===== src/hdl/keyboard_poll_link_controller_defines.svh =====
// ----------------------------------------------------------------------------
// keyboard poll link controller assertion macros
// shared concurrent assertion forms, clocked on clk and disabled while rst_n is low
// ----------------------------------------------------------------------------
`ifndef KEYBOARD_POLL_LINK_CONTROLLER_DEFINES_SVH
`define KEYBOARD_POLL_LINK_CONTROLLER_DEFINES_SVH

// same-cycle implication
`define KPLC_ASSERT_SAME(label, clk, rst_n, ante, cons, msg) \
  label: assert property (@(posedge clk) disable iff (!rst_n) (ante) |-> (cons)) \
    else $error(msg);

// next-cycle implication
`define KPLC_ASSERT_NEXT(label, clk, rst_n, ante, cons, msg) \
  label: assert property (@(posedge clk) disable iff (!rst_n) (ante) |=> (cons)) \
    else $error(msg);

`endif


===== src/hdl/kplc_pkg.sv =====
`timescale 1ns / 1ps
// ----------------------------------------------------------------------------
// kplc_pkg
// types and constants of the keyboard poll link controller
// ----------------------------------------------------------------------------
package kplc_pkg;

  // event kinds on the input channel
  localparam logic CMD_TICK = 1'b0;
  localparam logic CMD_IRQ  = 1'b1;

  // configuration register indexes
  localparam logic [2:0] REG_INQUIRY = 3'd0;
  localparam logic [2:0] REG_INSTANT = 3'd1;
  localparam logic [2:0] REG_MODEL   = 3'd2;
  localparam logic [2:0] REG_TEST    = 3'd3;
  localparam logic [2:0] REG_NULL    = 3'd4;
  localparam logic [2:0] REG_ACK     = 3'd5;
  localparam logic [2:0] REG_NACK    = 3'd6;
  localparam logic [2:0] REG_TIMEOUT = 3'd7;

  // configuration reset values
  localparam logic [7:0] RST_INQUIRY = 8'd16;
  localparam logic [7:0] RST_INSTANT = 8'd20;
  localparam logic [7:0] RST_MODEL   = 8'd22;
  localparam logic [7:0] RST_TEST    = 8'd54;
  localparam logic [7:0] RST_NULL    = 8'd123;
  localparam logic [7:0] RST_ACK     = 8'd125;
  localparam logic [7:0] RST_NACK    = 8'd119;
  localparam logic [7:0] RST_TIMEOUT = 8'd30;

  // line turnaround phases
  localparam logic [1:0] PHASE_SENT = 2'd0;
  localparam logic [1:0] PHASE_RECV = 2'd1;
  localparam logic [1:0] PHASE_DONE = 2'd2;

  // key decoding
  localparam logic [5:0] CAPS_KEY    = 6'h39;
  localparam logic [7:0] RELEASE_BIT = 8'h80;

  localparam logic [2:0] INIT_DELAY  = 3'd5;
  localparam logic [3:0] MAX_RETRIES = 4'd10;
  localparam logic [7:0] IDLE_MAX    = 8'd255;

  // self test outcome
  localparam logic [1:0] TEST_NONE = 2'd0;
  localparam logic [1:0] TEST_PASS = 2'd1;
  localparam logic [1:0] TEST_FAIL = 2'd2;

  // event codes
  localparam logic [1:0] EV_NONE    = 2'd0;
  localparam logic [1:0] EV_LOST    = 2'd1;
  localparam logic [1:0] EV_UNKNOWN = 2'd2;
  localparam logic [1:0] EV_REINIT  = 2'd3;

  typedef struct packed {
    logic       send_valid;
    logic [7:0] send_byte;
    logic       to_receive;
    logic       key_valid;
    logic [7:0] key_code;
    logic       last;
    logic [1:0] test_result;
    logic [2:0] kbd_model;
    logic [2:0] kbd_next;
    logic       next_chained;
    logic       ready_res;
    logic [1:0] event_res;
  } res_t;

endpackage


===== src/hdl/kplc_if.sv =====
`timescale 1ns / 1ps
// ----------------------------------------------------------------------------
// kplc_in_if / kplc_out_if
// valid/ready channels for link events and link results
// ----------------------------------------------------------------------------
interface kplc_in_if;
  logic       valid;
  logic       ready;
  logic       cmd;
  logic [7:0] rx_byte;

  modport source (output valid, output cmd, output rx_byte, input ready);
  modport sink   (input valid, input cmd, input rx_byte, output ready);
endinterface

interface kplc_out_if import kplc_pkg::*; ();
  logic valid;
  logic ready;
  res_t data;

  modport source (output valid, output data, input ready);
  modport sink   (input valid, input data, output ready);
endinterface


===== src/hdl/keyboard_poll_link_controller.sv =====
`timescale 1ns / 1ps
// ----------------------------------------------------------------------------
// keyboard_poll_link_controller
// host side of a polled serial keyboard link
// ----------------------------------------------------------------------------
// One event (timer tick or shift-complete interrupt) is taken per clock and
// fully processed in that cycle; its results go into a four-entry result
// queue. Every event gives one result except a caps lock transition, which
// gives a press and then a release. The input is ready whenever the queue has
// at least two free entries; with the output drained every cycle the block
// takes one event per clock until caps lock pairs fill the queue. Configuration
// must be written through the cfg_ port only while idle; this is not enforced.
// ----------------------------------------------------------------------------
`include "keyboard_poll_link_controller_defines.svh"

module keyboard_poll_link_controller import kplc_pkg::*; (
  input  logic             clk,
  input  logic             rst_n,
  input  logic             cfg_we,
  input  logic [2:0]       cfg_index,
  input  logic [7:0]       cfg_data,
  kplc_in_if.sink          in_ch,
  kplc_out_if.source       out_ch
);

  localparam int unsigned QDEPTH = 4;
  localparam int unsigned QPTR_W = $clog2(QDEPTH);
  localparam int unsigned QCNT_W = $clog2(QDEPTH + 1);

  // configuration registers
  logic [7:0] inquiry_r, instant_r, model_code_r, test_r;
  logic [7:0] null_r, ack_r, nack_r, timeout_r;

  // link state
  logic [7:0] sent_r, sent_nxt;
  logic [1:0] phase_r, phase_nxt;
  logic [7:0] queued_r, queued_nxt;
  logic       qvalid_r, qvalid_nxt;
  logic [2:0] delay_r, delay_nxt;
  logic [7:0] idle_r, idle_nxt;
  logic [3:0] retry_r, retry_nxt;
  logic [2:0] model_r, model_nxt;
  logic [2:0] next_model_r, next_model_nxt;
  logic       chained_r, chained_nxt;
  logic       init_r, init_nxt;

  // result queue
  res_t              fifo_r [QDEPTH];
  logic [QPTR_W-1:0] wr_ptr_r, rd_ptr_r;
  logic [QCNT_W-1:0] cnt_r;

  logic       in_acc, out_acc, two_res;
  logic [7:0] idle_inc;
  logic [3:0] retry_inc;
  logic [5:0] key_num;
  logic       is_key_cmd;
  res_t       res0, res1;

  assign in_acc  = in_ch.valid && in_ch.ready;
  assign out_acc = out_ch.valid && out_ch.ready;

  assign idle_inc   = (idle_r < IDLE_MAX) ? idle_r + 8'd1 : idle_r;
  assign retry_inc  = retry_r + 4'd1;
  assign key_num    = in_ch.rx_byte[6:1];
  assign is_key_cmd = (sent_r == inquiry_r) || (sent_r == instant_r);

  always_comb begin
    sent_nxt       = sent_r;
    phase_nxt      = phase_r;
    queued_nxt     = queued_r;
    qvalid_nxt     = qvalid_r;
    delay_nxt      = delay_r;
    idle_nxt       = idle_r;
    retry_nxt      = retry_r;
    model_nxt      = model_r;
    next_model_nxt = next_model_r;
    chained_nxt    = chained_r;
    init_nxt       = init_r;
    two_res        = 1'b0;
    res0           = '0;
    res0.last      = 1'b1;

    if (in_ch.cmd == CMD_TICK) begin
      if (delay_r != 3'd0) begin
        delay_nxt = delay_r - 3'd1;
      end else if (qvalid_r) begin
        qvalid_nxt      = 1'b0;
        res0.send_valid = 1'b1;
        res0.send_byte  = queued_r;
        sent_nxt        = queued_r;
        phase_nxt       = PHASE_SENT;
      end
      idle_nxt = idle_inc;
      if (idle_inc > timeout_r) begin
        if (retry_inc > MAX_RETRIES) begin
          res0.event_res = EV_LOST;
          retry_nxt      = 4'd0;
        end else begin
          retry_nxt = retry_inc;
        end
        init_nxt   = 1'b0;
        idle_nxt   = 8'd0;
        delay_nxt  = INIT_DELAY;
        queued_nxt = model_code_r;
        qvalid_nxt = 1'b1;
      end
    end else if (phase_r == PHASE_SENT) begin
      res0.to_receive = 1'b1;
      phase_nxt       = PHASE_RECV;
    end else if (phase_r == PHASE_RECV) begin
      idle_nxt  = 8'd0;
      phase_nxt = PHASE_DONE;
      retry_nxt = 4'd0;
      priority if (is_key_cmd) begin
        queued_nxt = inquiry_r;
        qvalid_nxt = 1'b1;
        if (in_ch.rx_byte != null_r) begin
          res0.key_valid = 1'b1;
          if (key_num == CAPS_KEY) begin
            // caps lock reports only its state: fake a press then a release
            two_res       = 1'b1;
            res0.key_code = {2'b00, CAPS_KEY};
            res0.last     = 1'b0;
          end else begin
            res0.key_code = {in_ch.rx_byte[7], 1'b0, key_num};
          end
        end
      end else if (sent_r == model_code_r) begin
        if (in_ch.rx_byte[0]) begin
          model_nxt      = in_ch.rx_byte[3:1];
          next_model_nxt = in_ch.rx_byte[6:4];
          chained_nxt    = in_ch.rx_byte[7];
          init_nxt       = 1'b1;
          delay_nxt      = INIT_DELAY;
          queued_nxt     = inquiry_r;
          qvalid_nxt     = 1'b1;
        end else begin
          res0.event_res = EV_REINIT;
          init_nxt       = 1'b0;
          idle_nxt       = 8'd0;
          delay_nxt      = INIT_DELAY;
          queued_nxt     = model_code_r;
          qvalid_nxt     = 1'b1;
        end
      end else if (sent_r == test_r) begin
        priority if (in_ch.rx_byte == ack_r) begin
          res0.test_result = TEST_PASS;
        end else if (in_ch.rx_byte == nack_r) begin
          res0.test_result = TEST_FAIL;
        end else begin
          res0.event_res = EV_REINIT;
          init_nxt       = 1'b0;
          idle_nxt       = 8'd0;
          delay_nxt      = INIT_DELAY;
          queued_nxt     = model_code_r;
          qvalid_nxt     = 1'b1;
        end
      end else begin
        res0.event_res = EV_UNKNOWN;
      end
    end

    res0.kbd_model    = model_nxt;
    res0.kbd_next     = next_model_nxt;
    res0.next_chained = chained_nxt;
    res0.ready_res    = init_nxt;

    res1          = res0;
    res1.key_code = RELEASE_BIT | {2'b00, CAPS_KEY};
    res1.last     = 1'b1;
  end

  // configuration writes
  always_ff @(posedge clk) begin
    if (!rst_n) begin
      inquiry_r    <= RST_INQUIRY;
      instant_r    <= RST_INSTANT;
      model_code_r <= RST_MODEL;
      test_r       <= RST_TEST;
      null_r       <= RST_NULL;
      ack_r        <= RST_ACK;
      nack_r       <= RST_NACK;
      timeout_r    <= RST_TIMEOUT;
    end else if (cfg_we) begin
      unique case (cfg_index)
        REG_INQUIRY: inquiry_r    <= cfg_data;
        REG_INSTANT: instant_r    <= cfg_data;
        REG_MODEL:   model_code_r <= cfg_data;
        REG_TEST:    test_r       <= cfg_data;
        REG_NULL:    null_r       <= cfg_data;
        REG_ACK:     ack_r        <= cfg_data;
        REG_NACK:    nack_r       <= cfg_data;
        REG_TIMEOUT: timeout_r    <= cfg_data;
      endcase
    end
  end

  // link state
  always_ff @(posedge clk) begin
    if (!rst_n) begin
      sent_r       <= 8'd0;
      phase_r      <= PHASE_SENT;
      queued_r     <= RST_MODEL;
      qvalid_r     <= 1'b1;
      delay_r      <= INIT_DELAY;
      idle_r       <= 8'd0;
      retry_r      <= 4'd0;
      model_r      <= 3'd0;
      next_model_r <= 3'd0;
      chained_r    <= 1'b0;
      init_r       <= 1'b0;
    end else if (in_acc) begin
      sent_r       <= sent_nxt;
      phase_r      <= phase_nxt;
      queued_r     <= queued_nxt;
      qvalid_r     <= qvalid_nxt;
      delay_r      <= delay_nxt;
      idle_r       <= idle_nxt;
      retry_r      <= retry_nxt;
      model_r      <= model_nxt;
      next_model_r <= next_model_nxt;
      chained_r    <= chained_nxt;
      init_r       <= init_nxt;
    end
  end

  // result queue storage
  always_ff @(posedge clk) begin
    if (in_acc) begin
      fifo_r[wr_ptr_r] <= res0;
      if (two_res) begin
        fifo_r[wr_ptr_r + QPTR_W'(1)] <= res1;
      end
    end
  end

  // result queue pointers
  always_ff @(posedge clk) begin
    if (!rst_n) begin
      wr_ptr_r <= '0;
      rd_ptr_r <= '0;
      cnt_r    <= '0;
    end else begin
      if (in_acc) begin
        wr_ptr_r <= wr_ptr_r + (two_res ? QPTR_W'(2) : QPTR_W'(1));
      end
      if (out_acc) begin
        rd_ptr_r <= rd_ptr_r + QPTR_W'(1);
      end
      cnt_r <= cnt_r
             + (in_acc ? (two_res ? QCNT_W'(2) : QCNT_W'(1)) : QCNT_W'(0))
             - (out_acc ? QCNT_W'(1) : QCNT_W'(0));
    end
  end

  assign in_ch.ready  = (cnt_r <= QCNT_W'(QDEPTH - 2));
  assign out_ch.valid = (cnt_r != '0);
  assign out_ch.data  = fifo_r[rd_ptr_r];

  `KPLC_ASSERT_SAME(a_queue_bound, clk, rst_n, 1'b1, cnt_r <= QCNT_W'(QDEPTH),
                    "result queue overflow")
  `KPLC_ASSERT_SAME(a_accept_room, clk, rst_n, in_acc, cnt_r <= QCNT_W'(QDEPTH - 2),
                    "event taken without queue room")
  `KPLC_ASSERT_SAME(a_send_after_delay, clk, rst_n, in_acc && res0.send_valid,
                    delay_r == 3'd0 && qvalid_r, "command sent before delay expired")
  `KPLC_ASSERT_SAME(a_phase_range, clk, rst_n, 1'b1, phase_r != 2'd3,
                    "turnaround phase out of range")
  `KPLC_ASSERT_NEXT(a_caps_pair, clk, rst_n, in_acc && two_res,
                    fifo_r[$past(wr_ptr_r) + QPTR_W'(1)].last, "caps release not marked last")

endmodule


===== src/flat_wrapper.sv =====
// flat-port wrapper written by rule: the top's interface ports become plain ports
module keyboard_poll_link_controller_flat import kplc_pkg::*;
  (clk, rst_n, cfg_we, cfg_index, cfg_data, in_ch_valid, in_ch_cmd, in_ch_rx_byte, in_ch_ready, out_ch_valid, out_ch_data, out_ch_ready);
  kplc_in_if in_ch_i ();
  kplc_out_if out_ch_i ();
  input  logic clk;
  input  logic rst_n;
  input  logic cfg_we;
  input  logic [2:0] cfg_index;
  input  logic [7:0] cfg_data;
  input wire logic [$bits(in_ch_i.valid)-1:0] in_ch_valid;
  input wire logic [$bits(in_ch_i.cmd)-1:0] in_ch_cmd;
  input wire logic [$bits(in_ch_i.rx_byte)-1:0] in_ch_rx_byte;
  output wire logic [$bits(in_ch_i.ready)-1:0] in_ch_ready;
  output wire logic [$bits(out_ch_i.valid)-1:0] out_ch_valid;
  output wire logic [$bits(out_ch_i.data)-1:0] out_ch_data;
  input wire logic [$bits(out_ch_i.ready)-1:0] out_ch_ready;
  assign in_ch_i.valid = in_ch_valid;
  assign in_ch_i.cmd = in_ch_cmd;
  assign in_ch_i.rx_byte = in_ch_rx_byte;
  assign in_ch_ready = in_ch_i.ready;
  assign out_ch_valid = out_ch_i.valid;
  assign out_ch_data = out_ch_i.data;
  assign out_ch_i.ready = out_ch_ready;
  keyboard_poll_link_controller u_core (.clk(clk), .rst_n(rst_n), .cfg_we(cfg_we), .cfg_index(cfg_index), .cfg_data(cfg_data), .in_ch(in_ch_i), .out_ch(out_ch_i));
endmodule

===== config.mk =====
export PLATFORM = sky130hd
export DESIGN_NAME = keyboard_poll_link_controller_flat
export DESIGN_NICKNAME = d
export VERILOG_FILES = /design/src/hdl/kplc_pkg.sv /design/src/hdl/kplc_if.sv /design/src/hdl/keyboard_poll_link_controller.sv /design/src/flat_wrapper.sv
export VERILOG_INCLUDE_DIRS = /design/src /design/src/hdl
export SDC_FILE = /design/constraint.sdc
export NUM_CORES = 1
export LEC_CHECK = 0
export BUFFER_PORTS_ARGS = -buffer_cell sky130_fd_sc_hd__buf_2
export CAP_MARGIN = 20
export CORE_MARGIN = 2
export CORE_UTILIZATION = 65
export CTS_BUF_LIST = sky130_fd_sc_hd__clkbuf_4
export CTS_CLUSTER_DIAMETER = 40
export CTS_CLUSTER_SIZE = 20
export DETAILED_ROUTE_END_ITERATION = 12
export PLACE_DENSITY = 0.84
export SLEW_MARGIN = 30
export SYNTH_ARGS = -nofsm -noshare
export SYNTH_HDL_FRONTEND = slang
export SYNTH_SLANG_ARGS = --single-unit

===== constraint.sdc =====
create_clock -name clk -period 6.22 [get_ports clk]
set_input_delay 0.311 -clock clk [delete_from_list [all_inputs] [get_ports clk]]
set_output_delay 0.311 -clock clk [all_outputs]
set_load 0.05 [all_outputs]

Word-level counts from Yosys, hierarchy flattened. Memories as Yosys holds them, arrays and structs flattened. A register that Yosys moved wholly into a read port is not among the register bits. Index checks and enable logic that the tools add are counted.

Reduce and logical (&&, ||, !) cells: 25. Eq/ne operators: 28. Add/subtract/negate cells: 8. Multiplexer cells: 117. $lt $le $gt $ge: 4. Bitwise gates (word level): 2.

Operator list (count): 8-bit 2-to-1 mux (16); 3-bit 2-to-1 mux (23); 8-bit == test (6); 2-bit 2-to-1 mux (24); 1-bit 2-to-1 mux (41); 9-bit 2-to-1 mux (3); 12-bit 2-to-1 mux (2); 10-bit 2-to-1 mux (2); 4-bit 2-to-1 mux (5); 2-bit AND reduction (8); 7-bit AND reduction (2); 13-bit 2-to-1 mux (1); 3-bit == test (second input constant) (4); 4-bit AND reduction (3); 3-bit nonzero test (3); 8-bit by 1-bit adder with 8-bit output (second input constant) (1); 8-bit greater-than comparator (1); 8-bit less-than comparator (second input constant) (1); 4-bit by 2-bit inequality test with 1-bit output (second input constant) (2); 8-bit inequality test (1); 8-bit AND reduction (1); 3-bit by 2-bit == test with 1-bit output (second input constant) (2); 6-bit == test (second input constant) (1); 2-bit inequality test (second input constant) (3); 22 further kinds (28).

Bits of input ports: 25. RAM bits: 128. Memories: 1. Flip-flop bits (word level): 113. Word-level logic and storage cells: 207.

Memories: u_core.fifo_r (words 4, width 32, rd ports 1, clocked after memory_dff 1, wr ports 2, RTL line keyboard_poll_link_controller.sv:48) `res_t fifo_r [QDEPTH];`.

Depth between registers and ports, before layout.
Word-level depth: 11. Gate-level depth with buffers: 14. Mapped depth without buffers: 12.

Worst setup path after synthesis. Ideal clock, no wire load.

Kind: register to register. Start point: register u_core.idle_r[0]. End point: register u_core.retry_r[2]. Clock period less this slack: 3091 ps. Arrival: 3020 ps. Data required time: 6150 ps. Path slack: 3129 ps. Cell stages (with the launch flop): 14. Library setup time: 70 ps. Cells stage by stage: dfxtp_1 ha_1 and3_1 clkbuf_1 nand3_1 mux2_2 ha_1 nand4_1 or2_2 o22a_1 nand3_1 clkbuf_1 o21ai_0 a21oi_1.

Cells in the longest elaborated chain, start to end: 5.

RTL lines: start, declared (RTL line keyboard_poll_link_controller.sv:40) `logic [7:0] idle_r, idle_nxt;`; start signal, assigned (RTL line keyboard_poll_link_controller.sv:218) `idle_r <= idle_nxt;`; 8-bit by 1-bit adder with 8-bit output or 8-bit less-than comparator (tied branches) (RTL line keyboard_poll_link_controller.sv:62) `assign idle_inc = (idle_r < IDLE_MAX) ? idle_r + 8'd1 : idle_r;`; 8-bit 2-to-1 mux * (RTL line keyboard_poll_link_controller.sv:62); 8-bit greater-than comparator * (RTL line keyboard_poll_link_controller.sv:94) `if (idle_inc > timeout_r) begin`; 2-bit nonzero test (no line) *; 4-bit AND reduction (no line) *; end signal, assigned (RTL line keyboard_poll_link_controller.sv:219) `retry_r <= retry_nxt;`; end, declared (RTL line keyboard_poll_link_controller.sv:41) `logic [3:0] retry_r, retry_nxt;`.

Mark *: on every way between the ends. The rest lies on a longest branch, timed or not. A chain may end at the register's enable or synchronous reset.

Worst setup path in the final report. Ends and elaborated chain as after synthesis.

==> impl_metrics.py <==
metrics = {
    "outcome": {
        "outcome": "finished, final reports clean",
    },
    "worst_setup_path": {
        "rr_endpoint": "u_core.retry_r[2]",
        "r2r_cells": 12,
        "cp_max_fo": 17,
        "required_ns": 6.84,
        "reg2reg_from": "u_core.idle_r[0]",
        "arrival_ns": 4.22,
        "end_kind": "flip-flop",
        "path_class": "reg2reg",
        "rrSetupSlack_ns": 2.62,
        "start_kind": "flip-flop",
    },
    "drt": {
        "drt_pass1_iterations": 5,
        "ant_nets": 0,
        "wl_per_cell_um": 18.8,
        "routed_wl_mm": 26.1,
        "num_vias": 8431,
        "drt_iter0_drc": 688,
        "via_per_inst": 6.08,
        "post-route-drc-count": 0,
    },
    "synthesis": {
        "syn_area_per_cell_sq_um": 9.94,
        "ys_async_sr_fraction_pct": 0,
        "synth_nets": 1143,
        "synth.distinct_cells": 66,
        "synth_ff_type": "dfxtp_1",
        "yosysWarnings": 0,
        "synth_edf_count": 92,
        "syn_inst": 1100,
        "syn-cell-area_sq_um": 10900,
        "synth_seq_area_share_pct": 52.2,
        "synth_seq_cells": 239,
    },
    "global_routing": {
        "antenna_found_initial": 0,
        "grt_overflow_total": 0,
        "grt_pass1_wl_mm": 41.8,
        "grt_max_degree": 69,
        "grt.total_usage_pct": 29.4,
        "grt_pass1_vias": 8177,
    },
    "timing": {
        "slew_headroom_pct": 39.5,
        "finalClockSkew_ns": 0.0492,
        "drv_slew": 0,
        "period_share_pct": 57.8,
        "finalHoldViolCount": 0,
        "max_freq_mhz": 278,
        "rsz0062_at_grt": "no",
        "worst_pin_slew_ns": 0.901,
        "finalSetupViolCount": 0,
        "fin_setup_tns_ns": 0,
        "fin_crit_ns": 3.60,
    },
    "cells_and_area": {
        "final_cells": 1387,
        "diodes": 0,
        "layout.nets": 1186,
        "area_delta_synth_final_pct": 8.95,
        "drive_gt1_share_pct": 15.1,
    },
    "clock_network": {
        "holdBufCountCts": 14,
        "clock-root-buffer": "clkbuf_4",
        "clk_latency_ns": 0.74,
        "cts-resized-gates": 0,
        "cts_buffers": 30,
        "clk_pin_slew_worst_paths_ns": 0.13,
        "post_cts_buffers": 0,
        "clock_tree.buffer_depth": 3,
        "cts_tree": "yes",
        "h-tree-depth": 1,
        "clock-sinks": 239,
    },
    "hold_path": {
        "min_to": "u_core.fifo_r[1][17]",
        "holdPathStages": 3,
        "hp-start": "in_ch_rx_byte[5]",
        "hold_path.class": "in2reg",
    },
    "floorplanning": {
        "die_w_um": 134,
        "num_io_pins": 59,
        "core-area_sq_um": 16500,
        "start_util_pct": 66.1,
        "fp.dieH_um": 134,
        "fp-row-count": 47,
        "dieArea_sq_um": 17900,
    },
    "placed_design": {
        "hpwl_mm": 17.5,
        "port_buffers": 57,
        "routabilityCongestion": 0.948,
        "dp.cells": 1317,
    },
    "pwr": {
        "irDropWorstVdd_mv": 0.212,
        "p_per_area_nw_per_um2": 318,
        "p_leak_nw": 4.26,
    },
    "flow_run": {
        "max-cap-violations": 0,
    },
}
==> layer usage <==
| metal | global-route usage [%] | share of wire (%) | vias to the layer above |
|---|---|---|---|
| met1 | 39.3 | 40 | 4053 |
| li1 | - | - | 3936 |
| met2 | 49.2 | 49 | 388 |
| met4 | 10.1 | 2.4 | 0 |
| met5 | 0 | 0 | - |
| met3 | 4.60 | 7.8 | 54 |
==> flip-flops by register name, indices dropped and copies added (netlist names), 8 cells and up, named ones only <==
name / cells
u_core.instant_r: 8
u_core.queued_r: 8
u_core.idle_r: 8
u_core.model_code_r: 8
u_core.nack_r: 8
u_core.timeout_r: 8
u_core.test_r: 8
u_core.ack_r: 8
u_core.null_r: 8
u_core.fifo_r: 124
u_core.inquiry_r: 8
u_core.sent_r: 8
==> worst max-delay path, stage by stage, from the launching register on <==
cell and delay (ns):
dfxtp_1 0.43, ha_1 0.22, and3_1 0.27, nand3_1 0.24, nand3_1 0.17, xnor2_1 0.16, ha_1 0.29, nand4_1 0.12
or2_2 0.14, o22a_1 0.19, nand3_1 0.49, or4_1 0.66, a21oi_1 0.16
==> stage by stage <==
step	util, %	power (W)	hold slack (ns)	area (sq um)	setup slack, ns
3_5_place_dp	68.1	0.00275	0.443	11300	2.71
3_3_place_gp	68.1	0.00272	0.429	11300	2.83
4_1_cts	72.1	0.00380	0.00191	11900	2.63
5_1_grt	72.1	0.00393	0.00760	11900	2.33
2_1_floorplan	-	0.00254	0.420	10900	3.13
6_report	72.1	0.00379	0.0394	11900	2.62
==> power breakdown <==
| group | switching [W] | total (W) | leakage, nW | internal [W] |
|---|---|---|---|---|
| logic | 0.000651 | 0.000948 | 1.94 | 0.000297 |
| clock network | 0.000639 | 0.00106 | 0.277 | 0.000420 |
| registers | 0.0000531 | 0.00178 | 2.05 | 0.00173 |
==> layout by cell type (no fill, tap or decap), types with 5 or more instances in the layout <==
cell type,count
a21oi_1,77
a21oi_2,5
a22oi_1,6
a31oi_1,9
and2_1,5
buf_2,57
buf_4,8
clkbuf_4,31
dfxtp_1,146
dlygate4sd3_1,14
edfxtp_1,92
ha_1,17
inv_1,26
mux2i_1,21
mux4_2,31
nand2_1,200
nand2b_1,7
nand3_1,45
nand4_1,16
nor2_1,139
nor2b_1,6
nor3_1,7
o211ai_1,8
o21ai_0,23
o2bb2ai_1,8
o32ai_1,5
or3_1,6
xnor2_1,52
xor2_1,12
==> cells in the mapped netlist (3+ instances only) <==
cell / count / area (sq um)
clkbuf_2: 5 / 25.0
xnor2_1: 52 / 455
buf_1: 9 / 33.8
xor2_1: 12 / 105
a2bb2oi_1: 4 / 35.0
nand3b_1: 3 / 22.5
nor2b_1: 6 / 37.5
a21oi_1: 77 / 385
nor4_2: 3 / 37.5
nor2_1: 139 / 522
a22oi_1: 6 / 45.0
inv_1: 29 / 109
and3_1: 4 / 25.0
o211ai_1: 8 / 60.1
o32ai_1: 5 / 43.8
nand4_1: 16 / 100
o21ai_0: 23 / 115
a21oi_2: 5 / 43.8
ha_1: 17 / 213
clkbuf_1: 30 / 113
mux2_2: 4 / 45.0
or3_1: 6 / 37.5
nand2_1: 200 / 751
dfxtp_1: 147 / 2940
o32a_1: 3 / 30.0
a31oi_1: 9 / 56.3
nand3_1: 45 / 225
edfxtp_1: 92 / 2760
buf_4: 3 / 22.5
and2_1: 5 / 31.3
nor3_1: 7 / 35.0
mux4_2: 31 / 698
o2bb2ai_1: 8 / 70.1
mux2i_1: 21 / 210
buf_2: 21 / 105
nand2b_1: 7 / 43.8
==> how the worst max path moves through the flow <==
stage	startpoint	slack (ns)	to
after floorplan	u_core.idle_r[0]	3.13	u_core.retry_r[2]
after global placement	u_core.idle_r[0]	2.83	u_core.retry_r[2]
after detailed placement	u_core.idle_r[0]	2.71	u_core.retry_r[2]
after CTS	u_core.idle_r[0]	2.63	u_core.retry_r[2]
after global routing	u_core.idle_r[0]	2.33	u_core.retry_r[2]
final	u_core.idle_r[0]	2.62	u_core.retry_r[2]
==> area by class of cell <==
| cell class | instances | area [sq um] |
|---|---|---|
| multi-input combinational | 762 | 4810 |
| inverter | 31 | 116 |
| clock inverter | 25 | 283 |
| timing repair buffer | 79 | 485 |
| clock buffer | 31 | 233 |
| sequential | 239 | 5710 |
| fill | 1211 | 4620 |
| tap | 220 | 275 |
==> cells by family (layout without fill, tap and decap cells) <==
logic type / after synthesis / count (layout) / share of synthesized area, %
xor gates and xnor gates: 64 / 64 / 5.13
other: 1 / 1 / 0.0343
AOI/OAI and AO/OA: 171 / 171 / 10.0
and+or+nand+nor: 452 / 452 / 18.0
adders and majority gates: 18 / 18 / 2.13
buffers and inverters: 99 / 166 / 3.80
DFF: 239 / 239 / 52.2
muxes: 56 / 56 / 8.72
Power figures use the tool's default switching activity.
